[config.mk]
export PLATFORM = sky130hd
export DESIGN_NAME = status_led_animation_controller
export DESIGN_NICKNAME = d
export VERILOG_FILES = /design/src/hdl/slac_pkg.sv /design/src/hdl/status_led_animation_controller.sv
export VERILOG_INCLUDE_DIRS = /design/src /design/src/hdl
export SDC_FILE = /design/constraint.sdc
export NUM_CORES = 1
export LEC_CHECK = 0
export BUFFER_PORTS_ARGS = -buffer_cell sky130_fd_sc_hd__buf_2
export CORE_ASPECT_RATIO = 0.5
export CORE_MARGIN = 2
export CORE_UTILIZATION = 45
export DETAILED_ROUTE_END_ITERATION = 8
export PLACE_DENSITY = 0.6
export SLEW_MARGIN = 20
export SYNTH_ARGS = -nofsm -noshare
export SYNTH_HDL_FRONTEND = slang
export SYNTH_SLANG_ARGS = --single-unit
export TNS_END_PERCENT = 30
[constraint.sdc]
create_clock -name clk -period 13.89 [get_ports clk]
set_input_delay 0.6945 -clock clk [delete_from_list [all_inputs] [get_ports clk]]
set_output_delay 0.6945 -clock clk [all_outputs]
set_load 0.01 [all_outputs]
[src/hdl/status_led_animation_controller_macros.svh]
// Assertion macros shared by the status LED animation controller RTL.
// Needs a clk and an active-low rst_n in the scope that uses them.
`ifndef STATUS_LED_ANIMATION_CONTROLLER_MACROS_SVH
`define STATUS_LED_ANIMATION_CONTROLLER_MACROS_SVH
`ifndef ASSERT_OFF
`define SLAC_ASSERT(label, expr, msg) \
  label: assert property (@(posedge clk) disable iff (!rst_n) (expr)) else $error(msg);
`define SLAC_ASSERT_NEXT(label, cond, expr, msg) \
  label: assert property (@(posedge clk) disable iff (!rst_n) (cond) |=> (expr)) \
    else $error(msg);
`else
`define SLAC_ASSERT(label, expr, msg)
`define SLAC_ASSERT_NEXT(label, cond, expr, msg)
`endif
`endif

[src/hdl/slac_pkg.sv]
// Types, constants, level tables and helper functions of the status LED animator.
// No dependencies.
`default_nettype none

package slac_pkg;

  localparam int unsigned TICK_MS = 50;

  localparam int PHASE_W = 32;
  localparam longint unsigned PHASE_SPAN = 64'd1 << PHASE_W;

  localparam int unsigned BOOT_STEP_MS      = 100;
  localparam int unsigned BOOT_WHITE_END_MS = 400;
  localparam int unsigned BOOT_END_MS       = 800;
  localparam int unsigned BLINK_HALF_MS     = 200;

  localparam int unsigned BREATHE_PERIOD = 4000;
  localparam int unsigned PULSE_PERIOD   = 1500;
  localparam int unsigned BLINK_PERIOD   = 2 * BLINK_HALF_MS;

  localparam int unsigned BREATHE_PEAK = 30;
  localparam int unsigned PULSE_PEAK   = 60;

  localparam logic [7:0] BOOT_LEVEL  = 8'd20;
  localparam logic [7:0] BLINK_LEVEL = 8'd80;

  // phase residues after a 2^32 wrap
  localparam int unsigned BREATHE_WRAP = int'(PHASE_SPAN % BREATHE_PERIOD);
  localparam int unsigned PULSE_WRAP   = int'(PHASE_SPAN % PULSE_PERIOD);
  localparam int unsigned BLINK_WRAP   = int'(PHASE_SPAN % BLINK_PERIOD);

  localparam int BR_W  = $clog2(BREATHE_PERIOD);
  localparam int PU_W  = $clog2(PULSE_PERIOD);
  localparam int BL_W  = $clog2(BLINK_PERIOD);
  localparam int MOD_W = $clog2(3 * BREATHE_PERIOD);

  // sine index = floor(m * 128 / period) as a reciprocal multiply
  localparam int IDX_W  = 7;
  localparam int IDX_SH = 21;
  localparam int unsigned BREATHE_IDX_MUL =
    int'(((64'd1 << (IDX_SH + IDX_W)) + 64'(BREATHE_PERIOD) - 64'd1) / 64'(BREATHE_PERIOD));
  localparam int unsigned PULSE_IDX_MUL =
    int'(((64'd1 << (IDX_SH + IDX_W)) + 64'(PULSE_PERIOD) - 64'd1) / 64'(PULSE_PERIOD));

  localparam logic KIND_TICK  = 1'b0;
  localparam logic KIND_FAULT = 1'b1;

  localparam logic [1:0] OVEN_RUNNING = 2'd1;
  localparam logic [1:0] OVEN_FAULT   = 2'd2;

  localparam logic [1:0] CODE_BOOT    = 2'd0;
  localparam logic [1:0] CODE_BREATHE = 2'd1;
  localparam logic [1:0] CODE_PULSE   = 2'd2;
  localparam logic [1:0] CODE_FAULT   = 2'd3;

  typedef enum logic [3:0] {
    MODE_BOOT    = 4'b0001,
    MODE_BREATHE = 4'b0010,
    MODE_PULSE   = 4'b0100,
    MODE_FAULT   = 4'b1000
  } mode_t;

  // quarter-wave sine, 65536 * sin(k * pi / 64)
  localparam int unsigned SINQ [0:32] = '{
    0, 3216, 6424, 9616, 12785, 15924, 19024, 22078,
    25079, 28020, 30893, 33692, 36410, 39040, 41576, 44011,
    46341, 48559, 50660, 52639, 54491, 56212, 57798, 59244,
    60547, 61705, 62714, 63572, 64277, 64827, 65220, 65457,
    65536
  };

  typedef logic [7:0] lvl_tab_t [0:(1 << IDX_W) - 1];

  function automatic lvl_tab_t build_lvl(int unsigned peak, bit third);
    lvl_tab_t    tab;
    int unsigned mag;
    int unsigned biased;
    int unsigned lvl;
    for (int i = 0; i < (1 << IDX_W); i++) begin
      mag    = ((i >> 5) & 1) != 0 ? SINQ[32 - (i & 31)] : SINQ[i & 31];
      biased = ((i >> 5) & 2) != 0 ? 65536 - mag : 65536 + mag;
      lvl    = (peak * biased) >> 17;
      if (third) begin
        lvl = lvl / 3;
      end
      tab[i] = 8'(lvl);
    end
    return tab;
  endfunction

  localparam lvl_tab_t BREATHE_LVL     = build_lvl(BREATHE_PEAK, 1'b0);
  localparam lvl_tab_t PULSE_RED_LVL   = build_lvl(PULSE_PEAK, 1'b0);
  localparam lvl_tab_t PULSE_GREEN_LVL = build_lvl(PULSE_PEAK, 1'b1);

  // advance a phase residue by one tick, folding in the 2^32 wrap
  function automatic logic [MOD_W-1:0] mod_step(logic [MOD_W-1:0] cur, logic carry,
                                                int unsigned period, int unsigned wrap);
    logic [MOD_W-1:0] t;
    t = cur + MOD_W'(TICK_MS) + (carry ? MOD_W'(period - wrap) : MOD_W'(0));
    if (t >= MOD_W'(period)) begin
      t = t - MOD_W'(period);
    end
    if (t >= MOD_W'(period)) begin
      t = t - MOD_W'(period);
    end
    return t;
  endfunction

  function automatic logic [IDX_W-1:0] breathe_idx(logic [BR_W-1:0] m);
    logic [31:0] p;
    p = 32'(m) * 32'(BREATHE_IDX_MUL);
    return p[IDX_SH +: IDX_W];
  endfunction

  function automatic logic [IDX_W-1:0] pulse_idx(logic [PU_W-1:0] m);
    logic [31:0] p;
    p = 32'(m) * 32'(PULSE_IDX_MUL);
    return p[IDX_SH +: IDX_W];
  endfunction

  function automatic mode_t choose_mode(logic flags_valid, logic flags_nonzero,
                                        logic oven_valid, logic [1:0] oven_code);
    mode_t m;
    if (flags_valid && flags_nonzero) begin
      m = MODE_FAULT;
    end else if (!oven_valid) begin
      m = MODE_BREATHE;
    end else if (oven_code == OVEN_RUNNING) begin
      m = MODE_PULSE;
    end else if (oven_code == OVEN_FAULT) begin
      m = MODE_FAULT;
    end else begin
      m = MODE_BREATHE;
    end
    return m;
  endfunction

  function automatic logic [1:0] mode_code(mode_t m);
    logic [1:0] c;
    unique case (m)
      MODE_BOOT:    c = CODE_BOOT;
      MODE_BREATHE: c = CODE_BREATHE;
      MODE_PULSE:   c = CODE_PULSE;
      MODE_FAULT:   c = CODE_FAULT;
      default:      c = CODE_BOOT;
    endcase
    return c;
  endfunction

endpackage

`default_nettype wire

[src/hdl/status_led_animation_controller.sv]
// Status LED animator: phase counter, mode selection and colour generation.
// Depends on slac_pkg and status_led_animation_controller_macros.svh.
//
// Usage:
// - Input channel (in_valid/in_ready): one transaction per timer tick or fault
//   event. A tick advances the phase by TICK_MS and yields one colour; a fault
//   event forces fault blink, keeps the phase and yields no transaction.
// - Result channel (out_valid/out_ready): red, green, blue and the mode code
//   that produced them.
// - Output: a tick's colour is registered and valid the cycle after it is accepted.
// - Throughput: one item per cycle while the result channel is not stalled; colour,
//   phase residues and next mode are all computed combinationally between the state and output registers.
// - Phase residues modulo 4000, 1500 and 400 ms run beside the 32-bit phase,
//   so the sine index is a constant reciprocal multiply into a level table.
// - Stall: while a colour waits and out_ready is low, in_ready is low and the
//   colour holds. With out_ready high a new item is taken in the same cycle
//   the waiting colour leaves.
// - Reset: boot flash mode, phase zero, no colour pending.
`default_nettype none
`include "status_led_animation_controller_macros.svh"

module status_led_animation_controller
  import slac_pkg::*;
(
  input  wire logic       clk,
  input  wire logic       rst_n,
  input  wire logic       in_valid,
  output logic            in_ready,
  input  wire logic       in_kind,
  input  wire logic       in_fault_flags_valid,
  input  wire logic       in_fault_flags_nonzero,
  input  wire logic       in_oven_state_valid,
  input  wire logic [1:0] in_oven_state,
  output logic            out_valid,
  input  wire logic       out_ready,
  output logic [7:0]      out_red,
  output logic [7:0]      out_green,
  output logic [7:0]      out_blue,
  output logic [1:0]      out_mode
);

  mode_t              mode_r, mode_nxt;
  logic [PHASE_W-1:0] phase_r, phase_nxt;
  logic [BR_W-1:0]    br_mod_r, br_mod_nxt;
  logic [PU_W-1:0]    pu_mod_r, pu_mod_nxt;
  logic [BL_W-1:0]    bl_mod_r, bl_mod_nxt;
  logic               out_valid_r, out_valid_nxt;
  logic [7:0]         red_r, red_nxt;
  logic [7:0]         green_r, green_nxt;
  logic [7:0]         blue_r, blue_nxt;
  logic [1:0]         code_r, code_nxt;

  logic               in_fire;
  logic               tick;
  logic               fault_ev;
  logic               carry;
  logic [PHASE_W-1:0] phase_sum;
  logic [BR_W-1:0]    br_step;
  logic [PU_W-1:0]    pu_step;
  logic [BL_W-1:0]    bl_step;
  logic [BL_W-1:0]    boot_half;
  mode_t              want;
  logic [7:0]         red_c, green_c, blue_c;

  assign in_ready = !out_valid_r || out_ready;

  always_comb begin
    in_fire  = in_valid && in_ready;
    tick     = in_fire && (in_kind == KIND_TICK);
    fault_ev = in_fire && (in_kind == KIND_FAULT);

    {carry, phase_sum} = {1'b0, phase_r} + (PHASE_W + 1)'(TICK_MS);
    br_step = BR_W'(mod_step(MOD_W'(br_mod_r), carry, BREATHE_PERIOD, BREATHE_WRAP));
    pu_step = PU_W'(mod_step(MOD_W'(pu_mod_r), carry, PULSE_PERIOD, PULSE_WRAP));
    bl_step = BL_W'(mod_step(MOD_W'(bl_mod_r), carry, BLINK_PERIOD, BLINK_WRAP));

    want = choose_mode(in_fault_flags_valid, in_fault_flags_nonzero,
                       in_oven_state_valid, in_oven_state);

    // phase mod 200, from the mod-400 residue
    boot_half = (bl_step >= BL_W'(BLINK_HALF_MS)) ? bl_step - BL_W'(BLINK_HALF_MS) : bl_step;

    red_c   = '0;
    green_c = '0;
    blue_c  = '0;
    unique case (mode_r)
      MODE_BOOT: begin
        if (boot_half < BL_W'(BOOT_STEP_MS) && phase_sum < PHASE_W'(BOOT_WHITE_END_MS)) begin
          red_c   = BOOT_LEVEL;
          green_c = BOOT_LEVEL;
          blue_c  = BOOT_LEVEL;
        end
      end
      MODE_BREATHE: begin
        blue_c = BREATHE_LVL[breathe_idx(br_step)];
      end
      MODE_PULSE: begin
        red_c   = PULSE_RED_LVL[pulse_idx(pu_step)];
        green_c = PULSE_GREEN_LVL[pulse_idx(pu_step)];
      end
      MODE_FAULT: begin
        if (bl_step < BL_W'(BLINK_HALF_MS)) begin
          red_c = BLINK_LEVEL;
        end
      end
      default: begin
        red_c = '0;
      end
    endcase

    mode_nxt   = mode_r;
    phase_nxt  = phase_r;
    br_mod_nxt = br_mod_r;
    pu_mod_nxt = pu_mod_r;
    bl_mod_nxt = bl_mod_r;
    if (fault_ev) begin
      mode_nxt = MODE_FAULT;
    end else if (tick) begin
      phase_nxt  = phase_sum;
      br_mod_nxt = br_step;
      pu_mod_nxt = pu_step;
      bl_mod_nxt = bl_step;
      if ((mode_r == MODE_BOOT && phase_sum >= PHASE_W'(BOOT_END_MS)) ||
          (mode_r != MODE_BOOT && want != mode_r)) begin
        mode_nxt   = want;
        phase_nxt  = '0;
        br_mod_nxt = '0;
        pu_mod_nxt = '0;
        bl_mod_nxt = '0;
      end
    end

    out_valid_nxt = out_valid_r;
    if (tick) begin
      out_valid_nxt = 1'b1;
    end else if (out_ready) begin
      out_valid_nxt = 1'b0;
    end

    red_nxt   = red_r;
    green_nxt = green_r;
    blue_nxt  = blue_r;
    code_nxt  = code_r;
    if (tick) begin
      red_nxt   = red_c;
      green_nxt = green_c;
      blue_nxt  = blue_c;
      code_nxt  = mode_code(mode_r);
    end
  end

  always_ff @(posedge clk) begin
    if (!rst_n) begin
      mode_r      <= MODE_BOOT;
      phase_r     <= '0;
      br_mod_r    <= '0;
      pu_mod_r    <= '0;
      bl_mod_r    <= '0;
      out_valid_r <= 1'b0;
    end else begin
      mode_r      <= mode_nxt;
      phase_r     <= phase_nxt;
      br_mod_r    <= br_mod_nxt;
      pu_mod_r    <= pu_mod_nxt;
      bl_mod_r    <= bl_mod_nxt;
      out_valid_r <= out_valid_nxt;
    end
  end

  always_ff @(posedge clk) begin
    red_r   <= red_nxt;
    green_r <= green_nxt;
    blue_r  <= blue_nxt;
    code_r  <= code_nxt;
  end

  assign out_valid = out_valid_r;
  assign out_red   = red_r;
  assign out_green = green_r;
  assign out_blue  = blue_r;
  assign out_mode  = code_r;

  `SLAC_ASSERT_NEXT(a_fault_event_mode, fault_ev, mode_r == MODE_FAULT, "fault event did not force fault mode")
  `SLAC_ASSERT_NEXT(a_mode_change_clears, tick && mode_r != MODE_BOOT && want != mode_r, phase_r == '0 && bl_mod_r == '0, "mode change did not clear phase")
  `SLAC_ASSERT(a_residue_range, br_mod_r < BR_W'(BREATHE_PERIOD) && pu_mod_r < PU_W'(PULSE_PERIOD) && bl_mod_r < BL_W'(BLINK_PERIOD), "phase residue out of range")
  `SLAC_ASSERT(a_boot_gray, !(out_valid_r && code_r == CODE_BOOT) || (red_r == green_r && green_r == blue_r), "boot colour not gray")
  `SLAC_ASSERT(a_pulse_orange, !(out_valid_r && code_r == CODE_PULSE) || (blue_r == '0 && green_r <= red_r), "pulse colour not orange")

endmodule

`default_nettype wire

==> results of run 1 <==
-- per-stage QoR --
stage,util,hold WS (ns),power [mW],std cells,setup WS (ns)
final,0.485,0.481,2.58,2154,1.87
after detailed placement,0.475,0.474,2.28,2138,1.99
after CTS,0.485,0.487,2.56,2154,1.90
after global placement,0.475,0.470,2.30,2138,2.23
after floorplan,-,0.452,1.79,1779,3.59
after global routing,0.485,0.517,2.85,2154,0.709
-- sequential cells by signal, summed over array words and instances, names as in the netlist --
signal     cells
mode_r         4
out_green      5
out_red        7
bl_mod_r       8
out_valid      1
out_mode       2
br_mod_r      11
phase_r       31
pu_mod_r      10
out_blue       5
-- cells by family (layout without fill, tap and decap cells) --
kind of cell | after synthesis | count (layout) | share of synthesized area
AO/OA/AOI/OAI | 434 | 434 | 0.213
XOR/XNOR | 89 | 89 | 0.0585
adder cells (fa/ha/maj) | 273 | 273 | 0.283
buffers and inverters | 301 | 277 | 0.0866
flip-flops | 84 | 84 | 0.134
multiplexers | 26 | 26 | 0.0206
other | 2 | 19 | 0.000538
AND/OR/NAND/NOR | 553 | 553 | 0.204
-- where the power goes --
part           internal, mW  switching (mW)  total, mW
Sequential            0.260         0.00962      0.269
Clock                 0.144           0.121      0.265
Combinational         0.775            1.27       2.04
-- area by class of cell --
cell class	instances	area, um2	share of cell area
Multi-Input combinational cell	1394	11000	0.743
Timing Repair Buffer	52	315	0.0214
Tap cell	399	499	0.0338
Inverter	209	786	0.0533
Clock buffer	9	225	0.0153
Sequential cell	84	1870	0.127
Clock inverter	7	88.8	0.00602
-- cell usage in the layout (no fill, tap or decap), types with 25 or more instances in the layout --
master      n
nand2_1   126
a21oi_1   106
xnor2_1    57
nor2_1    153
xor2_1     26
a22oi_1    25
buf_2      30
inv_1     205
fa_1       71
dfxtp_1    65
nor3_1     43
nand3_1    44
a211oi_1   27
o21ai_0    85
ha_1      201
-- final timing paths --
kind | startpoint | slack (ns) | to
worst max-delay path | phase_r[8] | 1.87 | out_green[2]
worst min-delay path | bl_mod_r[3] | 0.48 | bl_mod_r[3]
worst min register to register | bl_mod_r[3] | 0.48 | bl_mod_r[3]
worst max register to register | phase_r[8] | 1.87 | out_green[2]
-- metal layers --
metal	vias to the layer above	track usage
li1	6197	-
met1	5821	0.335
met2	263	0.353
met3	17	0.0287
met4	0	0.0324
met5	-	0
-- critical path, delay by kind of cell, from the launching register on --
kind	cells	cell delay (ns)
adders and majority gates	7	2.72
and+or+nand+nor	13	3.00
AOI/OAI and AO/OA	9	2.92
DFF	1	0.55
buffers and inverters	6	0.73
xor gates and xnor gates	4	1.81
==> impl_metrics.tcl, run 1 <==
set metrics [dict create \
    hold_path_class "flop to flop" \
    synth_area_um2 14000 \
    max_freq_ghz 0.0832 \
    viasPerCell 5.71 \
    drv_slew 0 \
    drt_iter0_markers 894 \
    fill_cells 2999 \
    outcome "finished, final reports clean" \
    power.density_nw_per_um2 175 \
    cts_resized 0 \
    p_leak_nw 6.61 \
    postSynthCellCount 1762 \
    h-tree-depth 3 \
    path_max_fanout 23 \
    worst-setup-path-type "flop to flop" \
    layout_min_cycle_time_ns 12.02 \
    synth_warnings 0 \
    wl_met1_um 18200 \
    clk_pin_slew_ns 0.08 \
    detailed_place.area_um2 14400 \
    core_um2 30400 \
    holdPathStages 2 \
    grt_pass1_vias 11464 \
    yosys-top-cells-area "ha_1, fa_1, dfxtp_1" \
    arrival_ns 12.13 \
    routedWlPerCell_um 16.3 \
    endpoint_kind "flop" \
    synth_most_common_cell "inv_1" \
    top_layer "met4" \
    antenna_found_initial 1 \
    ys_seq_area_frac 0.134 \
    cap_violations 0 \
    synth_area_leader_cell "ha_1" \
    max_slew_margin 0.268 \
    start_util 0.459 \
    start_kind "flop" \
    area.growth.synth_to_final_pct 5.67 \
    syn_area_per_cell_um2 7.92 \
    r2r_cells 39 \
    fin_worst_skew_ns 0.0195 \
    drive_above_1_share 0.0786 \
    required_ns 14.00 \
    synth-edff-count 19 \
    ys_seq_elements 84 \
    grt_start_max_net_pins 47 \
    port_buffers 30 \
    rsz0062_at_grt "false" \
    cpPeakStageDelay_ns 0.86 \
    cts_hold_buf 0 \
    diodes 0 \
    synth_common_cells "inv_1, ha_1, nor2_1" \
    finalHoldViolCount 0 \
    ys_types 112 \
    via_count 12298 \
    async_reset_ff_frac 0 \
    routed_wl_um 35100 \
    cts_tree "built" \
    fp-row-count 45 \
    place.gp.congestion 0.870 \
    cts-root-buf "clkbuf_16" \
    clk_latency_ns 0.38 \
    final-setup-viol-count 0 \
    grt_pass1_wl_um 59700 \
    post-route-period-util 0.865 \
    timing.critical_path.mode_cell "inv_1" \
    drt-pass1-iter-count 6 \
    clock_sinks 84 \
    fin_nets 2032 \
    wl_met3_um 1390 \
    synthFlopType "dfxtp_1" \
    cp_slowest_cell "a2111oi_0" \
    drtAntennaViolNets 0 \
    die_x_um 253 \
    setup_tns_ns 0 \
    cts_inserted_buffers 9 \
    io-pin-count 38 \
    worst_slew_pin_slew_ns 1.09 \
    grt_util_all_layers 0.225 \
    final_area_um2 14800 \
    grt_overflow 0 \
    ir_worst_vdd_v 0.000531 \
    cts_setup_buffers 0 \
    dieArea_um2 32500 \
    cts.path.max_buffers 2 \
    die_y_um 129 \
    synth_top_area_frac 0.180 \
    drc_errors 0 \
    dp_hpwl_um 26700 \
    met2WireLength_um 15200 \
]
Note: power is estimated with default switching activity, not from simulation.
==> inputs of run 2 (changes only) <==
Settings changed: CORE_ASPECT_RATIO 0.5 to not set, CORE_UTILIZATION 45 to 64, GPL_TIMING_DRIVEN set to 0, PLACE_DENSITY 0.6 to 0.8.
==> impl_metrics.tcl, run 2 (same netlist as run 1, synthesis figures left out) <==
set metrics [dict create \
    outcome "finished, final reports clean" \
    routedWlPerCell_um 17.1 \
    cts_hold_buf 0 \
    top_regs "phase_r x31, br_mod_r x11, pu_mod_r x10" \
    regMostFlops "phase_r" \
    endpoint_kind "flop" \
    drive_above_1_share 0.0773 \
    largest_reg_flops 31 \
    clock_sinks 84 \
    dieArea_um2 23000 \
    diodes 0 \
    dp_worst_setup_slack_ns 1.42 \
    worst_slew_pin_slew_ns 1.06 \
    die_y_um 152 \
    layout_min_cycle_time_ns 12.74 \
    cts_tree "built" \
    via_count 13139 \
    drt-pass1-iter-count 6 \
    clk_pin_slew_ns 0.07 \
    max_freq_ghz 0.0785 \
    io-pin-count 38 \
    cap_violations 0 \
    cpPeakStageDelay_ns 0.86 \
    clk_latency_ns 0.35 \
    cts_inserted_buffers 9 \
    grt_util_all_layers 0.319 \
    power.density_nw_per_um2 172 \
    drt_iter0_markers 1152 \
    arrival_ns 12.82 \
    finalHoldViolCount 0 \
    start_util 0.646 \
    cts.path.max_buffers 2 \
    antenna_found_initial 0 \
    area.growth.synth_to_final_pct 6.12 \
    drv_slew 0 \
    cts_resized 0 \
    path_max_fanout 12 \
    routed_wl_um 36100 \
    grt_overflow 0 \
    start_kind "flop" \
    fin_worst_skew_ns 0.0106 \
    drc_errors 0 \
    layout_commonest_cell "inv_1" \
    port_buffers 30 \
    timing.critical_path.mode_cell "inv_1" \
    cts-root-buf "clkbuf_16" \
    fin_nets 2102 \
    max_slew_margin 0.286 \
    post-route-period-util 0.917 \
    grt_pass1_vias 12525 \
    die_x_um 152 \
    hold_path_class "flop to flop" \
    fp-row-count 54 \
    whs_ns 0.485 \
    viasPerCell 6.24 \
    grt_pass1_wl_um 59800 \
    cts_setup_buffers 0 \
    rsz0062_at_grt "false" \
    worst-setup-path-type "flop to flop" \
    cp_slowest_cell "a2111oi_0" \
    layout_setup_ws_ns 1.15 \
    p_leak_nw 6.70 \
    h-tree-depth 3 \
    place.gp.congestion 0.961 \
    required_ns 13.98 \
    ir_worst_vdd_v 0.000574 \
    drtAntennaViolNets 0 \
    grt_start_max_net_pins 29 \
    final-setup-viol-count 0 \
    core_um2 21600 \
    setup_tns_ns 0 \
    mostFrequentLayoutCells "inv_1, ha_1, nor2_1, nand2_1, a21oi_1" \
    dp_hpwl_um 28300 \
]
[run 2: cell types whose count changed in the layout (fill, tap and decap cells not counted), sizes merged]
cell / before / now
clkinv: 3 / 4
clkbuf: 9 / 69
bufinv: 1 / 0
buf: 52 / 62
[run 2: final cells by class]
class | instances | area (um2)
Buffer | 92 | 424
Clock buffer | 9 | 225
Clock inverter | 7 | 57.6
Fill cell | 1840 | 6810
Inverter | 209 | 786
Multi-Input combinational cell | 1394 | 10900
Sequential cell | 84 | 1870
Tap cell | 280 | 350
Timing Repair Buffer | 30 | 150
[run 2: worst max-delay path: cells and delay by family (launching register included)]
kind	cells	cell delay, ns
adders and majority gates	8	3.06
AOI/OAI and AO/OA	13	2.79
and+or+nand+nor	9	2.24
buffers and inverters	10	2.06
xor gates and xnor gates	3	1.39
DFF	1	0.50
muxes	1	0.40
[run 2: where the power goes]
group	internal, mW	total (mW)	leakage, nW	switching (mW)
clock	0.124	0.233	0.140	0.109
sequential	0.260	0.267	0.709	0.00752
combinational	0.741	2.04	5.86	1.30
[run 2: path summary, 6_finish.rpt]
| check | startpoint | depth (start not counted) | end | slack (ns) |
|---|---|---|---|---|
| worst min register to register | bl_mod_r[5] | 2 | bl_mod_r[5] | 0.49 |
| worst max-delay path | phase_r[9] | 44 | out_red[2] | 1.15 |
| worst min-delay path | bl_mod_r[5] | 2 | bl_mod_r[5] | 0.49 |
| worst max register to register | phase_r[9] | 44 | out_red[2] | 1.15 |
[run 2: metal layers]
layer | track usage | part of all wire | vias to the layer above
li1 | - | - | 6337
met1 | 0.406 | 0.42 | 6200
met2 | 0.555 | 0.49 | 502
met3 | 0.0452 | 0.067 | 100
met4 | 0.110 | 0.029 | 0
met5 | 0 | 0 | -
[run 2: through the flow]
stage	power, mW	cell area (um2)	std cells	utilization
2_1_floorplan	1.79	14000	1779	-
3_3_place_gp	2.25	14500	2089	0.672
3_5_place_dp	2.26	14500	2089	0.672
4_1_cts	2.50	14800	2105	0.685
5_1_grt	2.80	14800	2105	0.685
6_report	2.54	14800	2105	0.685
